<file path="src/rtl/hrm_pkg.sv">
// shared types, constants and helpers for the hysteretic resistance mapping
`timescale 1ns / 1ps
package hrm_pkg;

	localparam int VW    = 32;
	localparam int KW    = 36;
	localparam int OPW   = 40;
	localparam int PW    = 2 * OPW;
	localparam int QW    = 64;
	localparam int DEPTH = 16;
	localparam int IDXW  = $clog2(DEPTH);
	localparam int TABW  = 2;
	localparam int ADDRW = TABW + IDXW;
	localparam int CNTW  = 5;
	localparam int MCW   = $clog2(PW);

	localparam logic signed [QW-1:0]  QLIM   = 64'sh4000_0000_0000_0000;
	localparam logic signed [QW-1:0]  VMAX_W = 64'sh0000_0000_7FFF_FFFF;
	localparam logic signed [QW-1:0]  VMIN_W = 64'shFFFF_FFFF_8000_0000;
	localparam logic signed [OPW-1:0] QONE   = 40'sd65536;

	// item functions
	localparam logic [1:0] FUNC_EVAL   = 2'd0;
	localparam logic [1:0] FUNC_WRITE  = 2'd1;
	localparam logic [1:0] FUNC_ORIGIN = 2'd2;

	// table codes
	localparam logic [TABW-1:0] TAB_PR = 2'd0;
	localparam logic [TABW-1:0] TAB_NR = 2'd1;
	localparam logic [TABW-1:0] TAB_PF = 2'd2;
	localparam logic [TABW-1:0] TAB_NF = 2'd3;

	// branch codes
	localparam logic [1:0] BR_LOAD   = 2'd0;
	localparam logic [1:0] BR_UNLOAD = 2'd1;
	localparam logic [1:0] BR_ORIGIN = 2'd2;

	// configuration register indexes
	localparam logic [1:0] REG_PR_POINTS = 2'd0;
	localparam logic [1:0] REG_NR_POINTS = 2'd1;
	localparam logic [1:0] REG_PF_POINTS = 2'd2;
	localparam logic [1:0] REG_NF_POINTS = 2'd3;

	// search modes
	localparam logic [1:0] MODE_INTERP = 2'd0;
	localparam logic [1:0] MODE_SLOPE  = 2'd1;
	localparam logic [1:0] MODE_STEP   = 2'd2;

	typedef struct packed {
		logic [1:0]            func;
		logic [1:0]            table_sel;
		logic [3:0]            point_index;
		logic signed [VW-1:0]  point_x;
		logic signed [VW-1:0]  point_y;
		logic signed [VW-1:0]  displacement;
		logic signed [VW-1:0]  displacement_step;
		logic signed [VW-1:0]  velocity;
	} in_t;

	typedef struct packed {
		logic signed [VW-1:0]  restoring_force;
		logic signed [VW-1:0]  tangent_stiffness;
		logic signed [VW-1:0]  load_mass_factor;
		logic signed [VW-1:0]  origin_now;
		logic [1:0]            branch;
		logic                  status;
	} out_t;

	typedef struct packed {
		logic signed [VW-1:0] x;
		logic signed [VW-1:0] y;
	} point_t;

	typedef struct packed {
		logic             en;
		logic [ADDRW-1:0] addr;
		point_t           data;
	} mem_wr_t;

	typedef struct packed {
		logic                  start;
		logic signed [OPW-1:0] a;
		logic signed [OPW-1:0] b;
		logic signed [OPW-1:0] c;
	} md_req_t;

	typedef struct packed {
		logic                 done;
		logic                 dz;
		logic signed [QW-1:0] q;
	} md_rsp_t;

	typedef enum logic [3:0] {
		ST_IDLE, ST_X0, ST_DISP, ST_RD, ST_CHK, ST_MDGO, ST_MD,
		ST_RET, ST_SF, ST_OF1, ST_OF2, ST_OUT
	} st_t;

	typedef enum logic [3:0] {
		PH_CURVE, PH_SEG, PH_SFACT, PH_OFACT_U, PH_K0, PH_ORG,
		PH_K, PH_FORCE, PH_OFACT_V, PH_DONE
	} phase_t;

	typedef enum logic [1:0] {MD_IDLE, MD_MUL, MD_DIV, MD_DONE} md_st_t;

	// saturate a wide value to the result range
	function automatic logic signed [VW-1:0] sat_v(input logic signed [QW-1:0] v);
		if (v > VMAX_W) begin
			return VMAX_W[VW-1:0];
		end else if (v < VMIN_W) begin
			return VMIN_W[VW-1:0];
		end
		return v[VW-1:0];
	endfunction

	// clamp a point count register to the usable range
	function automatic logic [CNTW-1:0] eff_count(input logic [CNTW-1:0] r);
		if (r < CNTW'(2)) begin
			return CNTW'(2);
		end else if (r > CNTW'(DEPTH)) begin
			return CNTW'(DEPTH);
		end
		return r;
	endfunction

endpackage

</file>
<file path="src/rtl/hrm_table_mem.sv">
// point table memory: all four tables, one write and one registered read port
`timescale 1ns / 1ps
module hrm_table_mem (
	input  logic                        clk,
	input  hrm_pkg::mem_wr_t            wr,
	input  logic                        rd_en,
	input  logic [hrm_pkg::ADDRW-1:0]   rd_addr,
	output hrm_pkg::point_t             rd_data
);

	hrm_pkg::point_t mem [2**hrm_pkg::ADDRW];

	// write port
	always_ff @(posedge clk) begin
		if (wr.en) begin
			mem[wr.addr] <= wr.data;
		end
	end

	// registered read port
	always_ff @(posedge clk) begin
		if (rd_en) begin
			rd_data <= mem[rd_addr];
		end
	end

endmodule

</file>
<file path="config.mk">
export PLATFORM = sky130hd
export DESIGN_NAME = hrm_table_mem
export DESIGN_NICKNAME = d
export VERILOG_FILES = /design/src/rtl/hrm_pkg.sv /design/src/rtl/hrm_table_mem.sv
export SDC_FILE = /design/constraint.sdc
export NUM_CORES = 2
export LEC_CHECK = 0
export ABC_CLOCK_PERIOD_IN_PS = 10500
export BUFFER_PORTS_ARGS = -buffer_cell sky130_fd_sc_hd__buf_4
export CORE_ASPECT_RATIO = 1.4
export CORE_UTILIZATION = 45
export DETAILED_ROUTE_END_ITERATION = 8
export PLACE_DENSITY = 0.6
export SLEW_MARGIN = 20
export SYNTH_ARGS = -nofsm -noshare
export SYNTH_HDL_FRONTEND = slang
export SYNTH_SLANG_ARGS = --single-unit
export TNS_END_PERCENT = 100
</file>
<file path="constraint.sdc">
create_clock -name clk -period 10.5 [get_ports clk]
set_input_delay 2.1 -clock clk [delete_from_list [all_inputs] [get_ports clk]]
set_output_delay 2.1 -clock clk [all_outputs]
set_load 0.005 [all_outputs]
</file>
# After elaboration in Yosys (flattened, before gate mapping)
# Memory sizes are Yosys's and may differ from the RTL's. A register that Yosys moved wholly into a read port is not among the register bits.
# Index checks and enable logic that the tools add are counted.
# word_totals
regBits	0
ramBits	4096
in_bits	79
out_inout_bits	64
wordCells	3
memories	1
# op_classes
muxes	2
# mem_list
memory	depth	word_bits	rd	rd_clocked_by_memory_dff	wr	line_no	source
mem	64	64	1	1	1	hrm_table_mem.sv:11	hrm_pkg::point_t mem [2**hrm_pkg::ADDRW];
# op_table
operator	n
2-to-1 mux 1 bit	2

# Longest topological paths before layout
# depth
depth_word	2
mapped_depth	9
ltp_nobuf	5

# Worst setup path after synthesis
# No wires, ideal clock.
# synth_path
path_type	in2reg
start	in wr[67] in the netlist's numbering
end	mem mem[48][0] in the netlist's numbering, enable pin
setup_ns	0.564
arrival_ns	6.972
required_time_ns	9.936
setup_slack_ns	2.964
cell_stages	4
n_path_buf	1
path_cell_list	clkbuf_1 -> nor2b_1 -> nand4b_1 -> nor3_1
# synth_lines
element	line_no	source
from (decl)	hrm_table_mem.sv:5	input hrm_pkg::mem_wr_t wr,
to (decl)	hrm_table_mem.sv:11	
# Straight into the memory's write port.

==> metrics.md <==
| Metric | Value |
|---|---|
| Pwr/cell area | `191 nW/µm²` |
| Vias in the first global route | `76900` |
| Hold Crit Start | `mem[22][61]` |
| Synthesized Nets | `6677` |
| Number of max-cap violations | `0` |
| CTS tree | `built` |
| Final setup TNS | `0 ps` |
| Hold crit path type | `flop to flop` |
| Max FO, Critical Path | `58` |
| Pre-CTS WS | `4170 ps` |
| Reg2reg start | `mem[32][5]` |
| EDFF count, synth | `4160` |
| Routed len/inst | `37.8 µm` |
| Combinational share of power | `0.046` |
| Synthesized area per cell | `23.8 µm²` |
| Clock latency on the worst-skew pair | `~960 ps` |
| CTS Root Cell | `clkbuf_16` |
| Synth area leaders | `edfxtp_1 80%, mux4_2 15%, mux2i_1 0.86%, a22oi_1 0.80%, buf_2 0.54%` |
| Core Rows | `256` |
| Gp weighted congestion | `0.792` |
| Startpoint Class | `input port` |
| Internal power | `26600 µW` |
| Final Critical Period | `5350 ps` |
| Initial core utilization | `0.452` |
| DR pass1 iterations | `5` |
| Filler Cell Count | `26900` |
| Via count | `75300` |
| Crit-path cells | `buf_8, buf_4, buf_4, buf_4, mux4_2, nor2b_1, a211oi_1, o22ai_1, and3_1` |
| Final setup fails | `0` |
| Global Route Usage Sum | `0.257` |
| Synth Register Bits | `4160` |
| Final WL | `450 mm` |
| Post_cts resized | `0` |
| Hold WS | `~910 ps` |
| Critical Path Slowest Stage Cell | `buf_4` |
| Remaining Overflow, GRT | `0` |
| Yosys Warn Count | `0` |
| Area leader, netlist | `edfxtp_1` |
| Critical Path End Type | `flop` |
| Netlist Area Pre-Place | `157000 µm²` |
| Switching Share | `0.213` |
| RSZ-0062 raised after global routing | `false` |
| Critical path class | `input port to flop` |
| Final instance area | `177000 µm²` |
| Crit path top cell by count | `buf_4` |
| Die area | `351000 µm²` |
| Hold path depth | `4` |
| Die span in y | `701 µm` |
| Final WS setup | `~5000 ps` |
| Finished Core Util | `0.509` |
| Share of flip-flops with an asynchronous set or reset | `0` |
| Initial DRC Count | `9286` |
| Status | `completed` |
| Nets | `7041` |
| Hold EP | `rd_data[61]` |
| Core Area | `347000 µm²` |
| Initial antenna violation count | `30` |
| FF-to-FF setup slack | `8310 ps` |
| Post-synthesis sequential area ratio | `0.796` |
| Register share of total power | `0.547` |
| DIE WIDTH | `~500 µm` |
| Cell Area, Placed | `165000 µm²` |
| Largest net degree at the start of global routing | `138` |
| Fraction of layout cells with a size suffix above 1 | `0.278` |
| CP peak stage delay | `700 ps` |
| Unique masters post-synth | `32` |
| DR vias/cell | `around 6.3` |
| Worst-Margin Slew | `1140 ps` |
| Top-count cell post-synth | `edfxtp_1` |
| WP data required | `roughly 11000 ps` |
| Drc violations | `0` |
| Pleak | `roughly 0.055 µW` |
| Fmax achieved | `approximately 190 MHz` |
| Layout Skew | `roughly 60 ps` |
| FF-to-FF path depth | `4` |
| Crit path DAT | `6050 ps` |
| Max Slew Vio Count | `0` |
| Post-CTS setup buffer count | `0` |
| CTS Buf Count | `approximately 380` |
| H-tree depth | `5` |
| Main synth FF type | `edfxtp_1` |
| Final hold viol count | `0` |
| Layout overhead on the synthesized area | `12.6%` |
| Commonest cells in the netlist | `4160 x edfxtp_1, 1024 x mux4_2, 170 x buf_2` |
| Clock-pin slew on the worst setup and hold paths | `70 ps` |
| Metal-1 WL | `roughly 160 mm` |
| Crit share post-route | `0.510` |
| DRT antenna net count | `0` |
| Worst R2R End | `rd_data[5]` |
| Uppermost layer routed | `met5` |
| Met3 routed WL | `33.9 mm` |
| Metal2 WL | `235 mm` |
| PortBufs | `around 140` |
| Relative slew slack | `0.237` |
| Peak supply drop | `0.143 mV` |
| Clk buf depth | `4` |
| Clk sinks | `4160` |
| IO Pins | `between 100 and 150` |
| DP HPWL | `236 mm` |
| Wire length of the first global-routing pass | `622 mm` |
| CTS Hold Bufs | `0` |
| P_sw | `7180 µW` |
| Cells after Synth | `6598` |
| Area share of the largest cell type after synthesis | `0.796` |
| Clock Power Share | `0.407` |
area by class of cell:
cell class                      count  area [µm²]  area share
Sequential cell                  4160      125000       0.706
Antenna cell                        9        22.5    0.000127
Multi-Input combinational cell   2049       30800       0.174
Timing Repair Buffer              348        3130      0.0177
Tap cell                         4644        5810      0.0329
Clock inverter                    233        2110      0.0119
Inverter                           19        71.3    0.000403
Clock buffer                      451        9990      0.0565
power by group through the flow:
stage	Clock, µW	Sequential (µW)	Combinational [µW]
4_1_cts	14000	18500	1560
3_3_place_gp	0	18800	1530
5_1_grt	14500	18500	1640
3_5_place_dp	0	18800	1560
2_1_floorplan	0	18800	857
6_report	13800	18500	1550
layout by cell type, fill, tap and decap left out, types with 3 or more instances in the layout:
master      Yosys  routed
bufinv_16       0      33
clkbuf_1      140      61
clkinv_2        0      77
or3_1          29      29
nor2b_4         0       3
a2bb2oi_1      19      19
clkbuf_16       0     390
nand2b_2        0       3
inv_1          19      19
mux2i_1       135     135
a31oi_1        18      18
nor2b_1        28      24
nor2_1        112      47
nand2b_1       11       7
a41oi_1        26      26
diode_2         0       9
a211oi_1       63      62
inv_6           0      13
clkinv_1        0      85
nand2_1        58      54
clkinvlp_4      0       8
buf_4          34     306
a22oi_1       168     168
o22ai_1        83      83
clkinv_4        0       8
nand3_1        45      45
and3_1         64      64
nor2_4          0      65
or2_2          28      28
mux4_2       1024    1024
buf_12          0      38
o221ai_1       38      38
a22o_1         88      88
clkinv_8        0       5
edfxtp_1     4160    4160
routing by layer:
metal | GRT usage | vias up
met2 | 0.448 | 3514
met3 | 0.0392 | 815
met4 | 0.0902 | 16
li1 | - | 29300
met5 | 0 | -
met1 | 0.327 | 41700
per-stage QoR:
step,cells,total power (µW)
floorplan,6598,19700
global placement,11200,20400
detailed placement,11200,20400
CTS,11900,34000
global route,11900,34600
finish,11900,33800
cell families (layout without fill, tap and decap cells):
group | count (synthesis) | in the layout | share of synthesized area
muxes | 1159 | 1159 | 0.156
DFF | 4160 | 4160 | 0.796
buffers and inverters | 389 | 1051 | 0.0118
other | 0 | 9 | 0
AOI/OAI and AO/OA | 504 | 504 | 0.0247
and+or+nand+nor | 386 | 386 | 0.0123
worst max path at each step:
stage                        to  slack (ps)  cells past startpoint        from
global route        rd_data[26]        5010                      9  rd_addr[2]
global placement    rd_data[18]        4200                      9  rd_addr[2]
finish              rd_data[18]        5150                      9  rd_addr[2]
floorplan            mem[48][0]        2960                      4      wr[67]
detailed placement  rd_data[26]        4170                      9  rd_addr[2]
CTS                 rd_data[18]        5150                      9  rd_addr[2]
critical path, delay by kind of cell:
| kind | cells | cell delay [ps] |
|---|---|---|
| muxes | 1 | 400 |
| and+or+nand+nor | 2 | 340 |
| buffers and inverters | 4 | 2430 |
| AOI/OAI and AO/OA | 2 | 560 |
sequential cells by signal, indices dropped and copies added (netlist names):
name     cells
rd_data     64
mem       4096
Power figures use the tool's default switching activity.
