$ cat src/rtl/hrm_pkg.sv
// shared types, constants and helpers for the hysteretic resistance mapping
`timescale 1ns / 1ps
package hrm_pkg;

	localparam int VW    = 32;
	localparam int KW    = 36;
	localparam int OPW   = 40;
	localparam int PW    = 2 * OPW;
	localparam int QW    = 64;
	localparam int DEPTH = 16;
	localparam int IDXW  = $clog2(DEPTH);
	localparam int TABW  = 2;
	localparam int ADDRW = TABW + IDXW;
	localparam int CNTW  = 5;
	localparam int MCW   = $clog2(PW);

	localparam logic signed [QW-1:0]  QLIM   = 64'sh4000_0000_0000_0000;
	localparam logic signed [QW-1:0]  VMAX_W = 64'sh0000_0000_7FFF_FFFF;
	localparam logic signed [QW-1:0]  VMIN_W = 64'shFFFF_FFFF_8000_0000;
	localparam logic signed [OPW-1:0] QONE   = 40'sd65536;

	// item functions
	localparam logic [1:0] FUNC_EVAL   = 2'd0;
	localparam logic [1:0] FUNC_WRITE  = 2'd1;
	localparam logic [1:0] FUNC_ORIGIN = 2'd2;

	// table codes
	localparam logic [TABW-1:0] TAB_PR = 2'd0;
	localparam logic [TABW-1:0] TAB_NR = 2'd1;
	localparam logic [TABW-1:0] TAB_PF = 2'd2;
	localparam logic [TABW-1:0] TAB_NF = 2'd3;

	// branch codes
	localparam logic [1:0] BR_LOAD   = 2'd0;
	localparam logic [1:0] BR_UNLOAD = 2'd1;
	localparam logic [1:0] BR_ORIGIN = 2'd2;

	// configuration register indexes
	localparam logic [1:0] REG_PR_POINTS = 2'd0;
	localparam logic [1:0] REG_NR_POINTS = 2'd1;
	localparam logic [1:0] REG_PF_POINTS = 2'd2;
	localparam logic [1:0] REG_NF_POINTS = 2'd3;

	// search modes
	localparam logic [1:0] MODE_INTERP = 2'd0;
	localparam logic [1:0] MODE_SLOPE  = 2'd1;
	localparam logic [1:0] MODE_STEP   = 2'd2;

	typedef struct packed {
		logic [1:0]            func;
		logic [1:0]            table_sel;
		logic [3:0]            point_index;
		logic signed [VW-1:0]  point_x;
		logic signed [VW-1:0]  point_y;
		logic signed [VW-1:0]  displacement;
		logic signed [VW-1:0]  displacement_step;
		logic signed [VW-1:0]  velocity;
	} in_t;

	typedef struct packed {
		logic signed [VW-1:0]  restoring_force;
		logic signed [VW-1:0]  tangent_stiffness;
		logic signed [VW-1:0]  load_mass_factor;
		logic signed [VW-1:0]  origin_now;
		logic [1:0]            branch;
		logic                  status;
	} out_t;

	typedef struct packed {
		logic signed [VW-1:0] x;
		logic signed [VW-1:0] y;
	} point_t;

	typedef struct packed {
		logic             en;
		logic [ADDRW-1:0] addr;
		point_t           data;
	} mem_wr_t;

	typedef struct packed {
		logic                  start;
		logic signed [OPW-1:0] a;
		logic signed [OPW-1:0] b;
		logic signed [OPW-1:0] c;
	} md_req_t;

	typedef struct packed {
		logic                 done;
		logic                 dz;
		logic signed [QW-1:0] q;
	} md_rsp_t;

	typedef enum logic [3:0] {
		ST_IDLE, ST_X0, ST_DISP, ST_RD, ST_CHK, ST_MDGO, ST_MD,
		ST_RET, ST_SF, ST_OF1, ST_OF2, ST_OUT
	} st_t;

	typedef enum logic [3:0] {
		PH_CURVE, PH_SEG, PH_SFACT, PH_OFACT_U, PH_K0, PH_ORG,
		PH_K, PH_FORCE, PH_OFACT_V, PH_DONE
	} phase_t;

	typedef enum logic [1:0] {MD_IDLE, MD_MUL, MD_DIV, MD_DONE} md_st_t;

	// saturate a wide value to the result range
	function automatic logic signed [VW-1:0] sat_v(input logic signed [QW-1:0] v);
		if (v > VMAX_W) begin
			return VMAX_W[VW-1:0];
		end else if (v < VMIN_W) begin
			return VMIN_W[VW-1:0];
		end
		return v[VW-1:0];
	endfunction

	// clamp a point count register to the usable range
	function automatic logic [CNTW-1:0] eff_count(input logic [CNTW-1:0] r);
		if (r < CNTW'(2)) begin
			return CNTW'(2);
		end else if (r > CNTW'(DEPTH)) begin
			return CNTW'(DEPTH);
		end
		return r;
	endfunction

endpackage

$ cat src/rtl/hrm_muldiv.sv
// serial a*b/c unit: shift-add multiply then restoring divide, saturated
`timescale 1ns / 1ps
module hrm_muldiv (
	input  logic              clk,
	input  logic              arst_n,
	input  hrm_pkg::md_req_t  req,
	output hrm_pkg::md_rsp_t  rsp
);

	hrm_pkg::md_st_t             st_q;
	logic [hrm_pkg::MCW-1:0]     cnt_q;
	logic [hrm_pkg::PW-1:0]      prod_q;
	logic [hrm_pkg::OPW-1:0]     ua_q;
	logic [hrm_pkg::OPW-1:0]     uc_q;
	logic [hrm_pkg::OPW:0]       rem_q;
	logic                        neg_q;
	logic                        dz_q;

	logic [hrm_pkg::OPW-1:0]     ua, ub, uc;
	logic [hrm_pkg::OPW:0]       msum;
	logic [hrm_pkg::OPW:0]       trem;
	logic                        tge;
	logic [hrm_pkg::QW-1:0]      qmag;

	// operand magnitudes
	assign ua = req.a[hrm_pkg::OPW-1] ? hrm_pkg::OPW'(-req.a) : hrm_pkg::OPW'(req.a);
	assign ub = req.b[hrm_pkg::OPW-1] ? hrm_pkg::OPW'(-req.b) : hrm_pkg::OPW'(req.b);
	assign uc = req.c[hrm_pkg::OPW-1] ? hrm_pkg::OPW'(-req.c) : hrm_pkg::OPW'(req.c);

	// one multiply step and one divide step
	assign msum = {1'b0, prod_q[hrm_pkg::PW-1:hrm_pkg::OPW]}
		+ (prod_q[0] ? {1'b0, ua_q} : '0);
	assign trem = {rem_q[hrm_pkg::OPW-1:0], prod_q[hrm_pkg::PW-1]};
	assign tge  = trem >= {1'b0, uc_q};

	// clamp the quotient magnitude
	always_comb begin
		if (prod_q[hrm_pkg::PW-1:hrm_pkg::QW-1] != '0
			|| (prod_q[hrm_pkg::QW-2] && prod_q[hrm_pkg::QW-3:0] != '0)) begin
			qmag = hrm_pkg::QLIM;
		end else begin
			qmag = prod_q[hrm_pkg::QW-1:0];
		end
	end

	assign rsp.done = (st_q == hrm_pkg::MD_DONE);
	assign rsp.dz   = dz_q;
	assign rsp.q    = neg_q ? -$signed(qmag) : $signed(qmag);

	// sequencing
	always_ff @(posedge clk or negedge arst_n) begin
		if (!arst_n) begin
			st_q  <= hrm_pkg::MD_IDLE;
			cnt_q <= '0;
		end else begin
			case (st_q)
				hrm_pkg::MD_IDLE: begin
					if (req.start) begin
						cnt_q <= '0;
						if (ua == '0 || ub == '0 || uc == '0) begin
							st_q <= hrm_pkg::MD_DONE;
						end else begin
							st_q <= hrm_pkg::MD_MUL;
						end
					end
				end
				hrm_pkg::MD_MUL: begin
					if (cnt_q == hrm_pkg::MCW'(hrm_pkg::OPW - 1)) begin
						cnt_q <= '0;
						st_q  <= hrm_pkg::MD_DIV;
					end else begin
						cnt_q <= cnt_q + 1'b1;
					end
				end
				hrm_pkg::MD_DIV: begin
					if (cnt_q == hrm_pkg::MCW'(hrm_pkg::PW - 1)) begin
						st_q <= hrm_pkg::MD_DONE;
					end else begin
						cnt_q <= cnt_q + 1'b1;
					end
				end
				default: st_q <= hrm_pkg::MD_IDLE;
			endcase
		end
	end

	// datapath
	always_ff @(posedge clk) begin
		case (st_q)
			hrm_pkg::MD_IDLE: begin
				if (req.start) begin
					ua_q  <= ua;
					uc_q  <= uc;
					rem_q <= '0;
					neg_q <= req.a[hrm_pkg::OPW-1] ^ req.b[hrm_pkg::OPW-1]
						^ req.c[hrm_pkg::OPW-1];
					if (ua == '0 || ub == '0) begin
						prod_q <= '0;
						dz_q   <= (uc == '0);
					end else if (uc == '0) begin
						prod_q <= hrm_pkg::PW'(hrm_pkg::QLIM);
						dz_q   <= 1'b1;
					end else begin
						prod_q <= {{hrm_pkg::OPW{1'b0}}, ub};
						dz_q   <= 1'b0;
					end
				end
			end
			hrm_pkg::MD_MUL: begin
				prod_q <= {msum, prod_q[hrm_pkg::OPW-1:1]};
			end
			hrm_pkg::MD_DIV: begin
				rem_q  <= tge ? trem - {1'b0, uc_q} : trem;
				prod_q <= {prod_q[hrm_pkg::PW-2:0], tge};
			end
			default: begin
			end
		endcase
	end

endmodule

$ cat config.mk
export PLATFORM = sky130hd
export DESIGN_NAME = hrm_muldiv
export DESIGN_NICKNAME = d
export VERILOG_FILES = /design/src/rtl/hrm_pkg.sv /design/src/rtl/hrm_muldiv.sv
export SDC_FILE = /design/constraint.sdc
export NUM_CORES = 1
export LEC_CHECK = 0
export BUFFER_PORTS_ARGS = -buffer_cell sky130_fd_sc_hd__buf_2
export CORE_MARGIN = 10
export CORE_UTILIZATION = 48
export DETAILED_ROUTE_END_ITERATION = 10
export PLACE_DENSITY_LB_ADDON = 0.1
export SLEW_MARGIN = 20
export SYNTH_ARGS = -nofsm -noshare
export SYNTH_HDL_FRONTEND = slang
export SYNTH_SLANG_ARGS = --single-unit
$ cat constraint.sdc
create_clock -name clk -period 15.9 [get_ports clk]
set_input_delay 2.385 -clock clk [delete_from_list [all_inputs] [get_ports clk]]
set_output_delay 2.385 -clock clk [all_outputs]
set_load 0.01 [all_outputs]
# After elaboration in Yosys (flattened, before gate mapping)

Cells that the tools add are included.

Flip-flop bits (word level): 211
Output and inout port bits: 66
Bits of input ports: 123
Logic and storage cells: 68

Add/subtract/negate cells: 7
Magnitude comparators: 1
Reductions and logical operators: 17
Multiplexer cells: 24
Bitwise operators: 2
Eq/ne operators: 9

Operators with widths:

| cell                                          | number |
|---|---|
| two-way mux 40 bit                            | 6 |
| one-hot mux 80 bit (3 select lines)           | 1 |
| two-way mux 64 bit                            | 2 |
| two-way mux 63 bit                            | 2 |
| zero test 40 bit                              | 3 |
| negator 40 bit                                | 3 |
| two-way mux 80 bit                            | 1 |
| one-hot mux 40 bit (2 select lines)           | 1 |
| negator 64 bit                                | 1 |
| nonzero test 62 bit                           | 1 |
| adder 40 x 40 -> 41 bit                       | 1 |
| >= comparator 41 x 40 -> 1 bit                | 1 |
| subtractor 40 bit                             | 1 |
| two-way mux 7 bit                             | 3 |
| one-hot mux 7 bit (3 select lines)            | 1 |
| nonzero test 17 bit                           | 1 |
| two-way mux 2 bit                             | 4 |
| != test 2 bit, second input constant          | 4 |
| adder 7 x 1 -> 7 bit, second input constant   | 1 |
| == test 7 x 6 -> 1 bit, second input constant | 1 |
| == test 7 bit, second input constant          | 1 |
| one-hot mux 2 bit (3 select lines)            | 1 |
| AND reduction 2 bit                           | 3 |
| AND reduction 3 bit                           | 2 |
| other kinds (9)                               | 14 |

# Longest topological paths before layout

Word-level depth: 8
Gate-level depth with buffers: 19
Mapped depth without buffers: 14

# Least setup slack after synthesis

Ideal clock, no wire load.

Path kind: register to output
Start: reg prod_q[7] (netlist bit)
End: out rsp[44] (netlist bit)
Data required time: 13515 ps
Setup slack: 9026 ps
Data arrival time: 4489 ps
Buffers on the path: 4
Cell stages (with the launch flop): 17
Path through: edfxtp_1 -> or4_1 -> nor4_1 -> nand4_1 -> o31ai_1 -> and2_1 -> clkbuf_1 -> clkbuf_1 -> buf_1 -> nand2_1 -> ha_1 -> clkbuf_1 -> nand4_1 -> o21ai_0 -> a21oi_1 -> nor3_1 -> a311oi_1

RTL lines:

| element                  | RTL line          | RTL |
|---|---|---|
| start: declaration       | hrm_muldiv.sv:12  | `logic [hrm_pkg::PW-1:0] prod_q;` |
| start signal: assignment | hrm_muldiv.sv:101 | `prod_q <= hrm_pkg::PW'(hrm_pkg::QLIM);` |
| start signal: assignment | hrm_muldiv.sv:104 | `prod_q <= {{hrm_pkg::OPW{1'b0}}, ub};` |
| start signal: assignment | hrm_muldiv.sv:110 | `prod_q <= {msum, prod_q[hrm_pkg::OPW-1:1]};` |
| end: declaration         | hrm_muldiv.sv:7   | `output hrm_pkg::md_rsp_t rsp` |

==> run_results.csv <==
group,metric,value,unit
logic_synthesis,netlist_top_cells_area,"edfxtp_1 (31%), ha_1 (5.7%), xor2_1 (4.8%)",
clock_tree,cts_setup_buffers,0,
clock_tree,htree_levels,1,
logic_synthesis,ys_warn_count,0,
pwr,vdd_drop_max,0.1370,mV
logic_synthesis,ys.flop_type,"edfxtp_1",
logic_synthesis,synth_top_area_share,30.93,%
logic_synthesis,syn-cell-area,19610,um^2
worst_setup_path,crit_chain,"or4_1 -> nor4_1 -> nand4_1 -> o31ai_1 -> and2_1 -> buf_4 -> nand2_1 -> ha_1 -> and3_1 -> nand2_1 -> o31a_1 -> nand2_1 -> a221oi_1 -> a31o_2 -> buf_2",
worst_setup_path,critPathKind,"register to output port",
clock_tree,worstSkewPairLatency,0.55,ns
timing,tns,0,ns
clock_tree,cts_root_buf,"clkbuf_16",
cells_and_area,drive_above_1_share,13.07,%
timing,worst_slew_pin_slew,0.9968,ns
logic_synthesis,yosysTopAreaCell,"edfxtp_1",
worst_setup_path,crit_buf_inv,2,
cells_and_area,area_growth,10.93,%
clock_tree,clkTransAtPathRegs,0.06,ns
pwr,power_switching_share,45.90,%
timing,setup_viol,0,
timing,rsz0062_at_grt,"false",
placed_design,hpwl,45020,um
worst_setup_path,cp.required,13.52,ns
cells_and_area,final_cells,2989,
logic_synthesis,yosysMostFrequentCell,"nand2_1",
worst_setup_path,slowest_delay,0.77,ns
clock_tree,ctsHoldBuffers,0,
worst_setup_path,critPathTopFamily,"simple AND/OR/NAND/NOR gates",
pwr,power.internal,2063,uW
logic_synthesis,ys_top_cells_by_count,"nand2_1 (246), edfxtp_1 (202), nor2_1 (185)",
global_route,first_global_vias,17360,
drt,drt_iter0_drc,1639,
drt,via_per_inst,6.235,
floorplanning,row_count,73,
logic_synthesis,syn_area_per_cell,8.370,um^2
timing,post-route-min-period,8.225,ns
drt,drc,0,
pwr,combinationalPowerShare,53.1,%
min_path,hold_path_class,"register to register",
worst_setup_path,path_max_fanout,44,
clock_tree,ctsResizeCount,0,
floorplanning,die-area,49340,um^2
cells_and_area,filler_cell_count,3777,
worst_setup_path,critPathArrivalTime,5.84,ns
timing,slew_viol_final,0,
global_route,track_usage,22.99,%
timing,fin_crit_sh,51.73,%
worst_setup_path,critPathCaptureType,"output port",
logic_synthesis,ys_seq_elements,211,
run,cap_violations,0,
drt,wire_per_inst,20.14,um
clock_tree,cts_tree,"yes",
floorplanning,num_io_pins,189,
worst_setup_path,cp_slowest_cell,"nor4_1",
logic_synthesis,yosysUniqueCellTypes,84,
placed_design,io_buffers,188,
global_route,grt_pass1_wl,95740,um
drt,vias,18640,
drt,drt-total-wl,60210,um
placed_design,dp.cells,2941,
timing,slew_headroom,33.54,%
drt,firstDrtPassIters,5,
floorplanning,dieHeight,222.1,um
cells_and_area,antenna_cells,0,
global_route,grt-ovfl-total,0,
clock_tree,cts-buffers-inserted,26,
timing,finalHoldViolations,0,
global_route,grt_max_degree,84,
drt,ant_nets,0,
worst_setup_path,cp_common_cell,"nand2_1",
pwr,leakage,0.008623,uW
timing,clock_skew,0.02522,ns
global_route,grt_antenna_before_repair,1,
floorplanning,die_w,222.1,um
logic_synthesis,synth_nets,2558,
logic_synthesis,synthArstFlopShare,4.265,%
worst_setup_path,start_kind,"register",
floorplanning,coreArea,40100,um^2
clock_tree,clockBufferDepth,3,
cells_and_area,nets,2660,
floorplanning,initial_core_util,48.91,%
logic_synthesis,synth_seq_area_share,32.08,%
pwr,pwr-share-seq,30.3,%
logic_synthesis,synth_cells,2343,
clock_tree,cts_sinks,211,
pwr,p_sw,1750,uW
outcome,status,"finished clean",
logic_synthesis,synth_edf_count,202,
timing,fmax,0.1216,GHz
pwr,clkPwrFrac,16.6,%
cells_and_area,multi_input_area,12420,um^2
pwr,power_density,175.3,nW/um^2
cells_and_area,regArea,6291,um^2
placed_design,gp_congestion,0.9329,
[flip-flops by register name, indices dropped and copies added (netlist names)]
signal  cells
prod_q     80
rem_q      40
ua_q       40
uc_q       40
cnt_q       7
st_q        2
dz_q        1
neg_q       1
[layer usage]
| layer | vias to the layer above | global-route usage (%) | share of wire [%] |
|---|---|---|---|
| met5 | - | 0 | 0 |
| met2 | 584 | 36.72 | 46 |
| met3 | 83 | 3.151 | 6.3 |
| met4 | 0 | 5.401 | 2.1 |
| met1 | 8980 | 32.09 | 46 |
| li1 | 8988 | - | - |
[power groups by stage]
stage	clock network, uW	logic (uW)	registers, uW
final	631	2020	1160
after global routing	669	2260	1180
after CTS	647	2000	1160
after detailed placement	0	2000	1160
after global placement	0	1970	1160
after floorplan	0	1560	1070
[final cells by class]
cell class / count / area share [%]
clock buffer: 28 / 3.123
clock inverter: 19 / 1.024
inverter: 104 / 1.794
multi-input combinational: 1896 / 57.10
sequential: 211 / 28.92
tap: 525 / 3.019
timing repair buffer: 206 / 5.021
[worst paths after layout]
kind | start | to | slack (ns) | depth (start not counted)
min reg2reg | cnt_q[6] | cnt_q[6] | 0.52 | 1
max in group asynchronous | arst_n | cnt_q[2] | 14.01 | 1
min in group asynchronous | arst_n | cnt_q[5] | 1.69 | 1
max reg2reg | uc_q[1] | rem_q[28] | 11.70 | 14
max | prod_q[2] | rsp[10] | 7.67 | 15
min | cnt_q[6] | cnt_q[6] | 0.52 | 1
[stage by stage]
| step | power, uW | cell area [um^2] | hold slack (ns) | setup slack (ns) | util [%] |
|---|---|---|---|---|---|
| 6_report | 3813 | 21750 | 0.5187 | 7.675 | 54.25 |
| 5_1_grt | 4113 | 21750 | 0.5629 | 7.201 | 54.25 |
| 4_1_cts | 3807 | 21730 | 0.5139 | 7.744 | 54.20 |
| 3_5_place_dp | 3158 | 20830 | 0.5056 | 8.303 | 51.95 |
| 3_3_place_gp | 3125 | 20830 | 0.4905 | 8.542 | 51.95 |
| 2_1_floorplan | 2634 | 19610 | 0.4503 | 9.026 | - |
[logic make-up after synthesis]
logic type / count (synthesis) / synth area share [%]
AOI/OAI and AO/OA: 671 / 23.10
xor gates and xnor gates: 212 / 9.468
adders and majority gates: 92 / 5.946
buffers and inverters: 236 / 4.657
DFF: 211 / 32.08
muxes: 22 / 1.174
and+or+nand+nor: 899 / 23.57
[placed cells by master (no fill, tap or decap), drive strengths merged, types with 31 or more instances in the layout]
cell	count
xnor2	104
buf	206
nor3	64
nor2	185
o21ai	145
nand2b	31
ha	90
or3	49
edfxtp	202
o22ai	39
and2	58
o31ai	44
or4	33
a21oi	136
nand3	51
xor2	108
nand4	35
a22oi	60
nand2	246
a21o	48
nor4	46
inv	103
Power figures use the tool's default switching activity.
